File: src/sv/ps_pkg.sv
// ps_pkg: shared types, opcodes, status codes and default sizes for the
// postfix stack evaluator. No dependencies.
package ps_pkg;

  localparam int VAL_W             = 48;
  localparam int OP_W              = 5;
  localparam int DEPTH_W           = 5;
  localparam int STATUS_W          = 3;
  localparam int STACK_DEPTH_DEF   = 16;
  localparam int FRACTION_BITS_DEF = 16;

  localparam logic [OP_W-1:0] OP_PUSH    = 5'd0;
  localparam logic [OP_W-1:0] OP_ADD     = 5'd1;
  localparam logic [OP_W-1:0] OP_SUB     = 5'd2;
  localparam logic [OP_W-1:0] OP_MUL     = 5'd3;
  localparam logic [OP_W-1:0] OP_DIV     = 5'd4;
  localparam logic [OP_W-1:0] OP_MOD     = 5'd5;
  localparam logic [OP_W-1:0] OP_PUSH_M1 = 5'd6;
  localparam logic [OP_W-1:0] OP_PUSH_P1 = 5'd7;
  localparam logic [OP_W-1:0] OP_SIGN    = 5'd8;
  localparam logic [OP_W-1:0] OP_INC     = 5'd9;
  localparam logic [OP_W-1:0] OP_DEC     = 5'd10;
  localparam logic [OP_W-1:0] OP_LT      = 5'd11;
  localparam logic [OP_W-1:0] OP_GT      = 5'd12;
  localparam logic [OP_W-1:0] OP_LE      = 5'd13;
  localparam logic [OP_W-1:0] OP_GE      = 5'd14;
  localparam logic [OP_W-1:0] OP_EQ      = 5'd15;
  localparam logic [OP_W-1:0] OP_NE      = 5'd16;
  localparam logic [OP_W-1:0] OP_AND     = 5'd17;
  localparam logic [OP_W-1:0] OP_OR      = 5'd18;
  localparam logic [OP_W-1:0] OP_POP     = 5'd19;

  localparam logic [STATUS_W-1:0] STS_OK    = 3'd0;
  localparam logic [STATUS_W-1:0] STS_UNDER = 3'd1;
  localparam logic [STATUS_W-1:0] STS_OVER  = 3'd2;
  localparam logic [STATUS_W-1:0] STS_DIVZ  = 3'd3;
  localparam logic [STATUS_W-1:0] STS_SAT   = 3'd4;

  localparam logic signed [VAL_W-1:0] MAX_POS = 48'sh7FFF_FFFF_FFFF;
  localparam logic signed [VAL_W-1:0] MIN_NEG = 48'sh8000_0000_0000;

  typedef struct packed {
    logic [OP_W-1:0]         op;
    logic signed [VAL_W-1:0] operand_value;
  } in_t;

  typedef struct packed {
    logic signed [VAL_W-1:0] value;
    logic [DEPTH_W-1:0]      depth;
    logic [STATUS_W-1:0]     status;
  } out_t;

  typedef enum logic [1:0] {MD_MUL, MD_DIV, MD_MOD} md_mode_t;

  typedef struct packed {
    logic     start;
    md_mode_t mode;
  } md_req_t;

  typedef struct packed {
    logic                    done;
    logic                    sat;
    logic signed [VAL_W-1:0] res;
  } md_rsp_t;

  typedef enum logic [1:0] {S_IDLE, S_EXEC, S_WAIT} state_t;

endpackage

File: src/sv/postfix_stack_evaluator.sv
// postfix_stack_evaluator: top level. Operand stack in ps_ram with the top
// entry cached in a register; ps_muldiv does mul, div and mod. Uses ps_pkg.
//
// Usage: each input transfer carries one opcode and, for a push, a 48-bit
// signed fixed-point operand. Each accepted item yields exactly one output
// transfer: the new stack top (or the popped value for a pop), the depth
// after the step and a status code.
// Timing: the item is accepted in idle and the entry below the top is read
// into the RAM read register in that cycle. The step completes once the
// output register is free: most ops in the execute state; multiply and
// sign-apply (four partial products in the shared multiplier), divide and
// modulo (one quotient bit per cycle) in the wait state, after ps_muldiv.
// One item is in flight at a time. A finished result sits in the output
// register; the next item is accepted while it waits, but that item does
// not complete until the receiver takes the earlier result.
// Reset: the stack count clears to zero; stack contents need no clearing.
module postfix_stack_evaluator #(
  parameter int STACK_DEPTH   = ps_pkg::STACK_DEPTH_DEF,
  parameter int FRACTION_BITS = ps_pkg::FRACTION_BITS_DEF
) (
  input  logic          clk,
  input  logic          rst_n,
  input  logic          in_valid,
  output logic          in_ready,
  input  ps_pkg::in_t   in_data,
  output logic          out_valid,
  input  logic          out_ready,
  output ps_pkg::out_t  out_data
);

  localparam int VW = ps_pkg::VAL_W;
  localparam int AW = $clog2(STACK_DEPTH);
  localparam int CW = $clog2(STACK_DEPTH + 1);
  localparam logic signed [VW-1:0] ONE_FX = {{(VW-1){1'b0}}, 1'b1} << FRACTION_BITS;

  ps_pkg::state_t state_r, state_nxt;
  logic [CW-1:0]           count_r, cnt_nxt;
  logic signed [VW-1:0]    top_r, top_nxt;
  logic [ps_pkg::OP_W-1:0] op_r;
  logic signed [VW-1:0]    x_r;
  logic                    out_valid_r;
  ps_pkg::out_t            out_data_r;

  logic                    in_fire, out_free, commit;
  logic                    we, unit_op;
  logic [AW-1:0]           waddr, raddr;
  logic signed [VW-1:0]    rd, a, b, r, pv, outv;
  logic [VW:0]             sum;
  logic [VW-1:0]           bmag;
  logic [ps_pkg::STATUS_W-1:0] status;
  logic                    sat, popped, truth;
  logic                    md_start;
  ps_pkg::md_mode_t        md_mode;
  ps_pkg::md_req_t         md_req;
  ps_pkg::md_rsp_t         md_rsp;

  assign in_fire  = in_valid && in_ready;
  assign out_free = !out_valid_r || out_ready;
  assign raddr    = AW'(count_r - CW'(2));
  assign a        = rd;
  assign b        = top_r;
  assign bmag     = b[VW-1] ? VW'(-b) : VW'(b);
  assign md_req   = '{start: md_start, mode: md_mode};

  ps_ram #(.WIDTH(VW), .DEPTH(STACK_DEPTH)) u_ram (
    .clk    (clk),
    .we     (we && commit),
    .waddr  (waddr),
    .wdata  (top_nxt),
    .re     (in_fire),
    .raddr  (raddr),
    .rdata_r(rd)
  );

  ps_muldiv #(.FRACTION_BITS(FRACTION_BITS)) u_md (
    .clk  (clk),
    .rst_n(rst_n),
    .req  (md_req),
    .a    (a),
    .b    (b),
    .rsp  (md_rsp)
  );

  // step datapath: evaluates the latched op against the cached top and RAM read
  always_comb begin
    status  = ps_pkg::STS_OK;
    cnt_nxt = count_r;
    top_nxt = top_r;
    we      = 1'b0;
    waddr   = AW'(count_r);
    popped  = 1'b0;
    sat     = 1'b0;
    unit_op = 1'b0;
    truth   = 1'b0;
    r       = '0;
    sum     = '0;
    pv      = (op_r == ps_pkg::OP_PUSH) ? x_r :
              ((op_r == ps_pkg::OP_PUSH_M1) ? -ONE_FX : ONE_FX);
    md_mode = ps_pkg::MD_MUL;
    case (op_r)
      ps_pkg::OP_PUSH, ps_pkg::OP_PUSH_M1, ps_pkg::OP_PUSH_P1: begin
        if (count_r >= CW'(STACK_DEPTH)) begin
          status = ps_pkg::STS_OVER;
        end else begin
          we      = 1'b1;
          top_nxt = pv;
          cnt_nxt = count_r + CW'(1);
        end
      end
      ps_pkg::OP_POP: begin
        if (count_r == '0) begin
          status = ps_pkg::STS_UNDER;
        end else begin
          popped  = 1'b1;
          cnt_nxt = count_r - CW'(1);
          top_nxt = a;
        end
      end
      ps_pkg::OP_INC, ps_pkg::OP_DEC: begin
        if (count_r == '0) begin
          status = ps_pkg::STS_UNDER;
        end else begin
          sum = (op_r == ps_pkg::OP_INC) ? {b[VW-1], b} + {ONE_FX[VW-1], ONE_FX}
                                         : {b[VW-1], b} - {ONE_FX[VW-1], ONE_FX};
          if (sum[VW] != sum[VW-1]) begin
            sat = 1'b1;
            r   = sum[VW] ? ps_pkg::MIN_NEG : ps_pkg::MAX_POS;
          end else begin
            r = $signed(sum[VW-1:0]);
          end
          we      = 1'b1;
          waddr   = AW'(count_r - CW'(1));
          top_nxt = r;
        end
      end
      ps_pkg::OP_ADD, ps_pkg::OP_SUB, ps_pkg::OP_MUL, ps_pkg::OP_DIV,
      ps_pkg::OP_MOD, ps_pkg::OP_SIGN, ps_pkg::OP_LT, ps_pkg::OP_GT,
      ps_pkg::OP_LE, ps_pkg::OP_GE, ps_pkg::OP_EQ, ps_pkg::OP_NE,
      ps_pkg::OP_AND, ps_pkg::OP_OR: begin
        if (count_r < CW'(2)) begin
          status = ps_pkg::STS_UNDER;
        end else begin
          case (op_r)
            ps_pkg::OP_ADD, ps_pkg::OP_SUB: begin
              sum = (op_r == ps_pkg::OP_ADD) ? {a[VW-1], a} + {b[VW-1], b}
                                             : {a[VW-1], a} - {b[VW-1], b};
              if (sum[VW] != sum[VW-1]) begin
                sat = 1'b1;
                r   = sum[VW] ? ps_pkg::MIN_NEG : ps_pkg::MAX_POS;
              end else begin
                r = $signed(sum[VW-1:0]);
              end
            end
            ps_pkg::OP_MUL, ps_pkg::OP_SIGN: begin
              unit_op = 1'b1;
            end
            ps_pkg::OP_DIV: begin
              md_mode = ps_pkg::MD_DIV;
              if (b == '0) status = ps_pkg::STS_DIVZ;
              else         unit_op = 1'b1;
            end
            ps_pkg::OP_MOD: begin
              md_mode = ps_pkg::MD_MOD;
              if ((bmag >> FRACTION_BITS) == '0) status = ps_pkg::STS_DIVZ;
              else                                unit_op = 1'b1;
            end
            ps_pkg::OP_LT:  truth = a < b;
            ps_pkg::OP_GT:  truth = a > b;
            ps_pkg::OP_LE:  truth = a <= b;
            ps_pkg::OP_GE:  truth = a >= b;
            ps_pkg::OP_EQ:  truth = a == b;
            ps_pkg::OP_NE:  truth = a != b;
            ps_pkg::OP_AND: truth = (a == ONE_FX) && (b == ONE_FX);
            default:        truth = (a != '0) || (b != '0);
          endcase
          if (unit_op) begin
            r   = md_rsp.res;
            sat = md_rsp.sat;
          end else if (op_r >= ps_pkg::OP_LT) begin
            r = truth ? ONE_FX : '0;
          end
          if (status != ps_pkg::STS_DIVZ) begin
            we      = 1'b1;
            waddr   = AW'(count_r - CW'(2));
            top_nxt = r;
            cnt_nxt = count_r - CW'(1);
          end
        end
      end
      default: ;
    endcase
    if (status == ps_pkg::STS_OK && sat) status = ps_pkg::STS_SAT;
    outv = popped ? b : ((cnt_nxt != '0) ? top_nxt : '0);
  end

  // next state
  always_comb begin
    state_nxt = state_r;
    case (state_r)
      ps_pkg::S_IDLE: if (in_fire) state_nxt = ps_pkg::S_EXEC;
      ps_pkg::S_EXEC: begin
        if (unit_op)       state_nxt = ps_pkg::S_WAIT;
        else if (out_free) state_nxt = ps_pkg::S_IDLE;
      end
      ps_pkg::S_WAIT: if (md_rsp.done && out_free) state_nxt = ps_pkg::S_IDLE;
      default: state_nxt = ps_pkg::S_IDLE;
    endcase
  end

  // state outputs
  always_comb begin
    in_ready = 1'b0;
    commit   = 1'b0;
    md_start = 1'b0;
    case (state_r)
      ps_pkg::S_IDLE: in_ready = 1'b1;
      ps_pkg::S_EXEC: begin
        md_start = unit_op;
        commit   = !unit_op && out_free;
      end
      ps_pkg::S_WAIT: commit = md_rsp.done && out_free;
      default: ;
    endcase
  end

  always_ff @(posedge clk) begin
    if (!rst_n) begin
      state_r     <= ps_pkg::S_IDLE;
      count_r     <= '0;
      out_valid_r <= 1'b0;
    end else begin
      state_r <= state_nxt;
      if (commit) begin
        count_r     <= cnt_nxt;
        out_valid_r <= 1'b1;
      end else if (out_ready) begin
        out_valid_r <= 1'b0;
      end
    end
  end

  always_ff @(posedge clk) begin
    if (in_fire) begin
      op_r <= in_data.op;
      x_r  <= in_data.operand_value;
    end
    if (commit) begin
      top_r             <= top_nxt;
      out_data_r.value  <= outv;
      out_data_r.depth  <= ps_pkg::DEPTH_W'(cnt_nxt);
      out_data_r.status <= status;
    end
  end

  assign out_valid = out_valid_r;
  assign out_data  = out_data_r;

endmodule

File: src/sv/ps_ram.sv
// ps_ram: generic single-write, single-read RAM with registered read data.
// No dependencies.
module ps_ram #(
  parameter int WIDTH = 8,
  parameter int DEPTH = 16
) (
  input  logic                     clk,
  input  logic                     we,
  input  logic [$clog2(DEPTH)-1:0] waddr,
  input  logic [WIDTH-1:0]         wdata,
  input  logic                     re,
  input  logic [$clog2(DEPTH)-1:0] raddr,
  output logic [WIDTH-1:0]         rdata_r
);

  logic [WIDTH-1:0] mem [DEPTH];

  always_ff @(posedge clk) begin
    if (we) begin
      mem[waddr] <= wdata;
    end
    if (re) begin
      rdata_r <= mem[raddr];
    end
  end

endmodule

File: src/sv/ps_muldiv.sv
// ps_muldiv: iterative fixed-point multiply (four 24x24 partials) and
// restoring divide / integer remainder, one bit per cycle. Uses ps_pkg.
module ps_muldiv #(
  parameter int FRACTION_BITS = ps_pkg::FRACTION_BITS_DEF
) (
  input  logic                           clk,
  input  logic                           rst_n,
  input  ps_pkg::md_req_t                req,
  input  logic signed [ps_pkg::VAL_W-1:0] a,
  input  logic signed [ps_pkg::VAL_W-1:0] b,
  output ps_pkg::md_rsp_t                rsp
);

  localparam int VW = ps_pkg::VAL_W;
  localparam int HW = VW / 2;
  localparam int DW = VW + FRACTION_BITS;
  localparam int PW = 2 * VW;
  localparam int CW = $clog2(DW + 1);
  localparam logic [PW-1:0] LIM_NEG = PW'(1) << (VW - 1);
  localparam logic [PW-1:0] LIM_POS = LIM_NEG - PW'(1);

  logic             busy_r, done_r, neg_r, sa_r;
  ps_pkg::md_mode_t mode_r;
  logic [VW-1:0]    ma_r, mb_r, rem_r;
  logic [CW-1:0]    cnt_r;
  logic [VW-1:0]    prod_r;
  logic [5:0]       sh_r;
  logic [PW-1:0]    acc_r;
  logic [DW-1:0]    dvd_r, q_r;

  logic [VW-1:0] ma_in, mb_in;
  logic [HW-1:0] ca, cb;
  logic [5:0]    sh_nxt;
  logic [VW:0]   rem_s, rem_d;
  logic          qbit;
  logic [PW-1:0] mag;
  logic          big;
  logic [VW-1:0] mod_mag;

  assign ma_in = a[VW-1] ? VW'(-a) : VW'(a);
  assign mb_in = b[VW-1] ? VW'(-b) : VW'(b);

  assign ca     = cnt_r[0] ? ma_r[VW-1:HW] : ma_r[HW-1:0];
  assign cb     = cnt_r[1] ? mb_r[VW-1:HW] : mb_r[HW-1:0];
  assign sh_nxt = (cnt_r[0] & cnt_r[1]) ? 6'(2 * HW) :
                  ((cnt_r[0] | cnt_r[1]) ? 6'(HW) : 6'd0);

  assign rem_s = {rem_r, dvd_r[DW-1]};
  assign qbit  = rem_s >= {1'b0, mb_r};
  assign rem_d = qbit ? rem_s - {1'b0, mb_r} : rem_s;

  always_ff @(posedge clk) begin
    if (!rst_n) begin
      busy_r <= 1'b0;
      done_r <= 1'b0;
    end else if (req.start) begin
      busy_r <= 1'b1;
      done_r <= 1'b0;
    end else if (busy_r) begin
      if ((mode_r == ps_pkg::MD_MUL && cnt_r == CW'(4)) ||
          (mode_r != ps_pkg::MD_MUL && cnt_r == CW'(DW - 1))) begin
        busy_r <= 1'b0;
        done_r <= 1'b1;
      end
    end
  end

  always_ff @(posedge clk) begin
    if (req.start) begin
      mode_r <= req.mode;
      sa_r   <= a[VW-1];
      neg_r  <= (req.mode == ps_pkg::MD_MOD) ? a[VW-1] : (a[VW-1] ^ b[VW-1]);
      ma_r   <= ma_in;
      mb_r   <= (req.mode == ps_pkg::MD_MOD) ? (mb_in >> FRACTION_BITS) : mb_in;
      dvd_r  <= (req.mode == ps_pkg::MD_MOD) ? DW'(ma_in >> FRACTION_BITS)
                                             : (DW'(ma_in) << FRACTION_BITS);
      cnt_r  <= '0;
      acc_r  <= '0;
      rem_r  <= '0;
      q_r    <= '0;
    end else if (busy_r) begin
      cnt_r <= cnt_r + CW'(1);
      if (mode_r == ps_pkg::MD_MUL) begin
        if (cnt_r < CW'(4)) begin
          prod_r <= ca * cb;
          sh_r   <= sh_nxt;
        end
        if (cnt_r != '0) begin
          acc_r <= acc_r + (PW'(prod_r) << sh_r);
        end
      end else begin
        rem_r <= rem_d[VW-1:0];
        q_r   <= {q_r[DW-2:0], qbit};
        dvd_r <= dvd_r << 1;
      end
    end
  end

  always_comb begin
    mag     = (mode_r == ps_pkg::MD_MUL) ? (acc_r >> FRACTION_BITS) : PW'(q_r);
    big     = (mode_r == ps_pkg::MD_DIV) && ((q_r >> VW) != '0);
    mod_mag = rem_r << FRACTION_BITS;
    rsp.done = done_r;
    rsp.sat  = 1'b0;
    rsp.res  = '0;
    if (mode_r == ps_pkg::MD_MOD) begin
      rsp.res = sa_r ? -$signed(mod_mag) : $signed(mod_mag);
    end else if (neg_r) begin
      if (big || mag > LIM_NEG) begin
        rsp.sat = 1'b1;
        rsp.res = ps_pkg::MIN_NEG;
      end else begin
        rsp.res = -$signed(mag[VW-1:0]);
      end
    end else begin
      if (big || mag > LIM_POS) begin
        rsp.sat = 1'b1;
        rsp.res = ps_pkg::MAX_POS;
      end else begin
        rsp.res = $signed(mag[VW-1:0]);
      end
    end
  end

endmodule

File: config.mk
export PLATFORM = sky130hd
export DESIGN_NAME = postfix_stack_evaluator
export DESIGN_NICKNAME = d
export VERILOG_FILES = /design/src/sv/ps_pkg.sv /design/src/sv/postfix_stack_evaluator.sv /design/src/sv/ps_ram.sv /design/src/sv/ps_muldiv.sv
export SDC_FILE = /design/constraint.sdc
export NUM_CORES = 2
export LEC_CHECK = 0
export BUFFER_PORTS_ARGS = -buffer_cell sky130_fd_sc_hd__buf_2
export CAP_MARGIN = 40
export CORE_MARGIN = 4
export CORE_UTILIZATION = 41
export CTS_CLUSTER_DIAMETER = 150
export DETAILED_ROUTE_END_ITERATION = 10
export HOLD_SLACK_MARGIN = 0.1
export PLACE_DENSITY = 0.68
export SETUP_SLACK_MARGIN = 0.05
export SYNTH_ARGS = -nofsm -noshare
export SYNTH_HDL_FRONTEND = slang
export SYNTH_HIERARCHICAL = 1
export SYNTH_SLANG_ARGS = --single-unit
File: constraint.sdc
create_clock -name clk -period 12.79 [get_ports clk]
set_input_delay 0.6395 -clock clk [delete_from_list [all_inputs] [get_ports clk]]
set_output_delay 0.6395 -clock clk [all_outputs]
set_load 0.005 [all_outputs]
==> results.ini <==
[placed_design]
gp_congestion=1.05
dp_hpwl_um=279000
portBuffers=114
place_ws_ps=3790
placed_area_mm2=0.103

[yosys]
synthSimpleGateAreaFrac=0.138
ys_top_cells_by_area=edfxtp_1 36%, fa_1 9.9%, ha_1 5.5%
synth_compound_area_frac=0.148
async_reset_ff_frac=0
yosysWarnings=6
synth_edf_count=1188
yosysTopAreaCell=edfxtp_1
synthCells=9662
yosysSeqAreaShare=0.410
ys.flop_type=edfxtp_1
synth.ff_latch_count=1413
synth_area_mm2=0.0979
syn_area_per_cell_um2=10.1
synthAdderAreaFrac=0.155
synth_fp_nets=10600
synth_top_area_share=0.364
synth_xor_xnor_area_share=0.0327
synth_top_family_by_area=adder cells
synth_cell_types=101
muxShareOfSynthArea=0.0628

[timing]
finalCritPeriodShare=0.714
min_period_ps=9130
drv_slew=0
setup-tns-final_ps=0
finalHoldViolCount=0
finClkSkew_ps=111
postLayoutSetupSlackWorst_ps=3660
max_freq_ghz=0.110
rsz0062_at_grt=no
slew_headroom=0.251
setup_violations=0
tightest_slew_ps=1120

[final_layout]
layout_common_cells=1269 x nand2_1, 1188 x edfxtp_1, 813 x nor2_1, 778 x inv_1, 642 x a21oi_1
multi_input_area_mm2=0.0528
drive_gt1_frac=0.104
final_nets=10700
final_common_cell=nand2_1
fillers=22000
fin_util=0.457
syn2layout_area_growth_pct=11.1
finish.instance_area_mm2=0.109
regArea_mm2=0.0402

[grt]
grt_overflow_total=0
grt_pass1_vias=79600
antenna_found_initial=14
grt_max_degree=101
grt_pass1_wl_um=550000
track_usage=0.303

[clock_network]
cts_setup_buffers=0
cts_made_buffers=152
htreeDepth=4
cts-root-buf=clkbuf_16
clk_latency_ps=860
path_clk_slew_ps=70
cts_buffer_depth=3
cts_hold_buf=53
cts_tree=done
clock_sinks=1413
cts_resized=0

[pwr]
swShare=0.403
p_int_uw=10500
p_comb_frac=0.435
p_clk_frac=0.254
p_seq_frac=0.310
p_per_area_mw_per_mm2=162
switchingPower_uw=7090
leakage_uw=0.0421
peakVddDrop_mv=0.390

[die]
start_util=0.412
fp-row-count=179
die_width_um=497
io_pins=115
core_mm2=0.238
die-area_mm2=0.247
die_h_um=497

[setup_path]
worst-setup-path-type=flip-flop to flip-flop
cp_common_cell=fa_1
crit_path_max_fanout=29
endpoint_kind=flip-flop
slowest_stage=dfxtp_2
slowest_delay_ps=800
critPathRequiredTime_ps=13320
startpoint_type=flip-flop
r2r_cells=28
arrival_ps=9650

[route]
via_per_inst=6.22
drc=0
routed-via-count=81000
firstDrtPassIters=8
wl_per_cell_um=29.2
drtIter0Drc=10400
drt_wl_total_um=379000
drtAntennaViolNets=0

[min_path]
min_path_type=input port to flip-flop
hold_path_depth=2

[outcome]
status=completed

[run]
cap_violations=0

-- kinds of logic (layout without fill, tap and decap cells) --
logic type               after synthesis  after routing
XOR/XNOR                             366            366
buffers and inverters               1342           1521
flip-flops                          1413           1413
other                                  0              7
multiplexers                         368            368
AND/OR/NAND/NOR                     3013           3013
adder cells (fa/ha/maj)              918            918
AO/OA/AOI/OAI                       2242           2242
-- stage by stage --
step	hold slack, ps	std cells	power, uW
2_1_floorplan	436	9662	10200
3_3_place_gp	443	12600	13000
3_5_place_dp	451	12700	13100
4_1_cts	267	13000	17600
5_1_grt	285	13000	18500
6_report	336	13000	17600
-- state kept, by name, summed over array words and instances, names as in the netlist, 2 cells and up --
signal / flops
u_ram/mem: 768
u_md/acc_r: 96
u_md/dvd_r: 64
u_md/q_r: 64
out_data: 56
b: 48
u_md/ma_r: 48
u_md/mb_r: 48
u_md/prod_r: 48
u_md/rem_r: 48
u_ram/rdata_r: 48
x_r: 48
u_md/cnt_r: 7
count_r: 5
op_r: 5
u_md/sh_r: 3
state_r: 2
u_md/mode_r: 2
-- synth_stat cells, types with 26 or more instances --
master,n
nand2_1,1272
edfxtp_1,1188
nor2_1,830
inv_1,779
a21oi_1,643
fa_1,486
o21ai_0,481
clkbuf_1,458
ha_1,432
dfxtp_1,225
xnor2_1,215
mux4_2,192
nor3_1,172
xor2_1,151
a21o_1,144
mux2i_1,130
nand3_1,126
a22oi_1,118
nor4_1,102
nand4_1,97
o31ai_1,72
and2_1,69
o211ai_1,65
o21a_1,64
a31oi_1,62
a211oi_1,60
nand2b_1,56
a221oi_1,54
buf_1,52
nor2b_1,51
o21bai_1,50
and3_1,49
or3_1,46
mux2_2,45
or4_1,41
o2bb2ai_1,37
o21ai_1,36
a311oi_1,31
a22o_1,28
a221o_1,26
o41ai_1,26
-- worst max-delay path: cells and delay by family (launching register included) --
family          cells  cell delay [ps]
compound gates      8             1690
xor+xnor            1               90
fa+ha+maj           8             3980
buf+inv             7              830
flops               1              800
mux                 1              550
simple gates        3              880
-- layer usage --
| metal | track usage | up-vias | wire [um] |
|---|---|---|---|
| met5 | 0 | - | 31 |
| met4 | 0.174 | 4 | 26900 |
| met3 | 0.0672 | 1099 | 39400 |
| met2 | 0.464 | 4975 | 167000 |
| met1 | 0.396 | 40100 | 146000 |
| li1 | - | 34800 | - |
-- final cells by class --
type | count | area share
Antenna cell | 7 | 0.000161
Clock buffer | 189 | 0.0364
Clock inverter | 91 | 0.0104
Inverter | 786 | 0.0272
Multi-Input combinational cell | 6907 | 0.486
Sequential cell | 1413 | 0.370
Tap cell | 3167 | 0.0364
Timing Repair Buffer | 455 | 0.0337
-- path summary, 6_finish.rpt --
path                                     from         endpoint  slack, ps
worst max-delay path            u_md/cnt_r[0]  u_md/prod_r[46]       3660
worst min-delay path                    rst_n       state_r[0]        340
worst max register to register  u_md/cnt_r[0]  u_md/prod_r[46]       3660
worst min register to register   u_md/q_r[16]     u_md/q_r[17]        450
-- power by group through the flow --
stage	Combinational [uW]	Clock, uW	Sequential (uW)
2_1_floorplan	4690	0	5540
5_1_grt	8320	4760	5460
3_3_place_gp	7420	0	5560
3_5_place_dp	7530	0	5560
4_1_cts	7590	4550	5460
6_report	7670	4480	5470
Note: power is estimated with default switching activity, not from simulation.
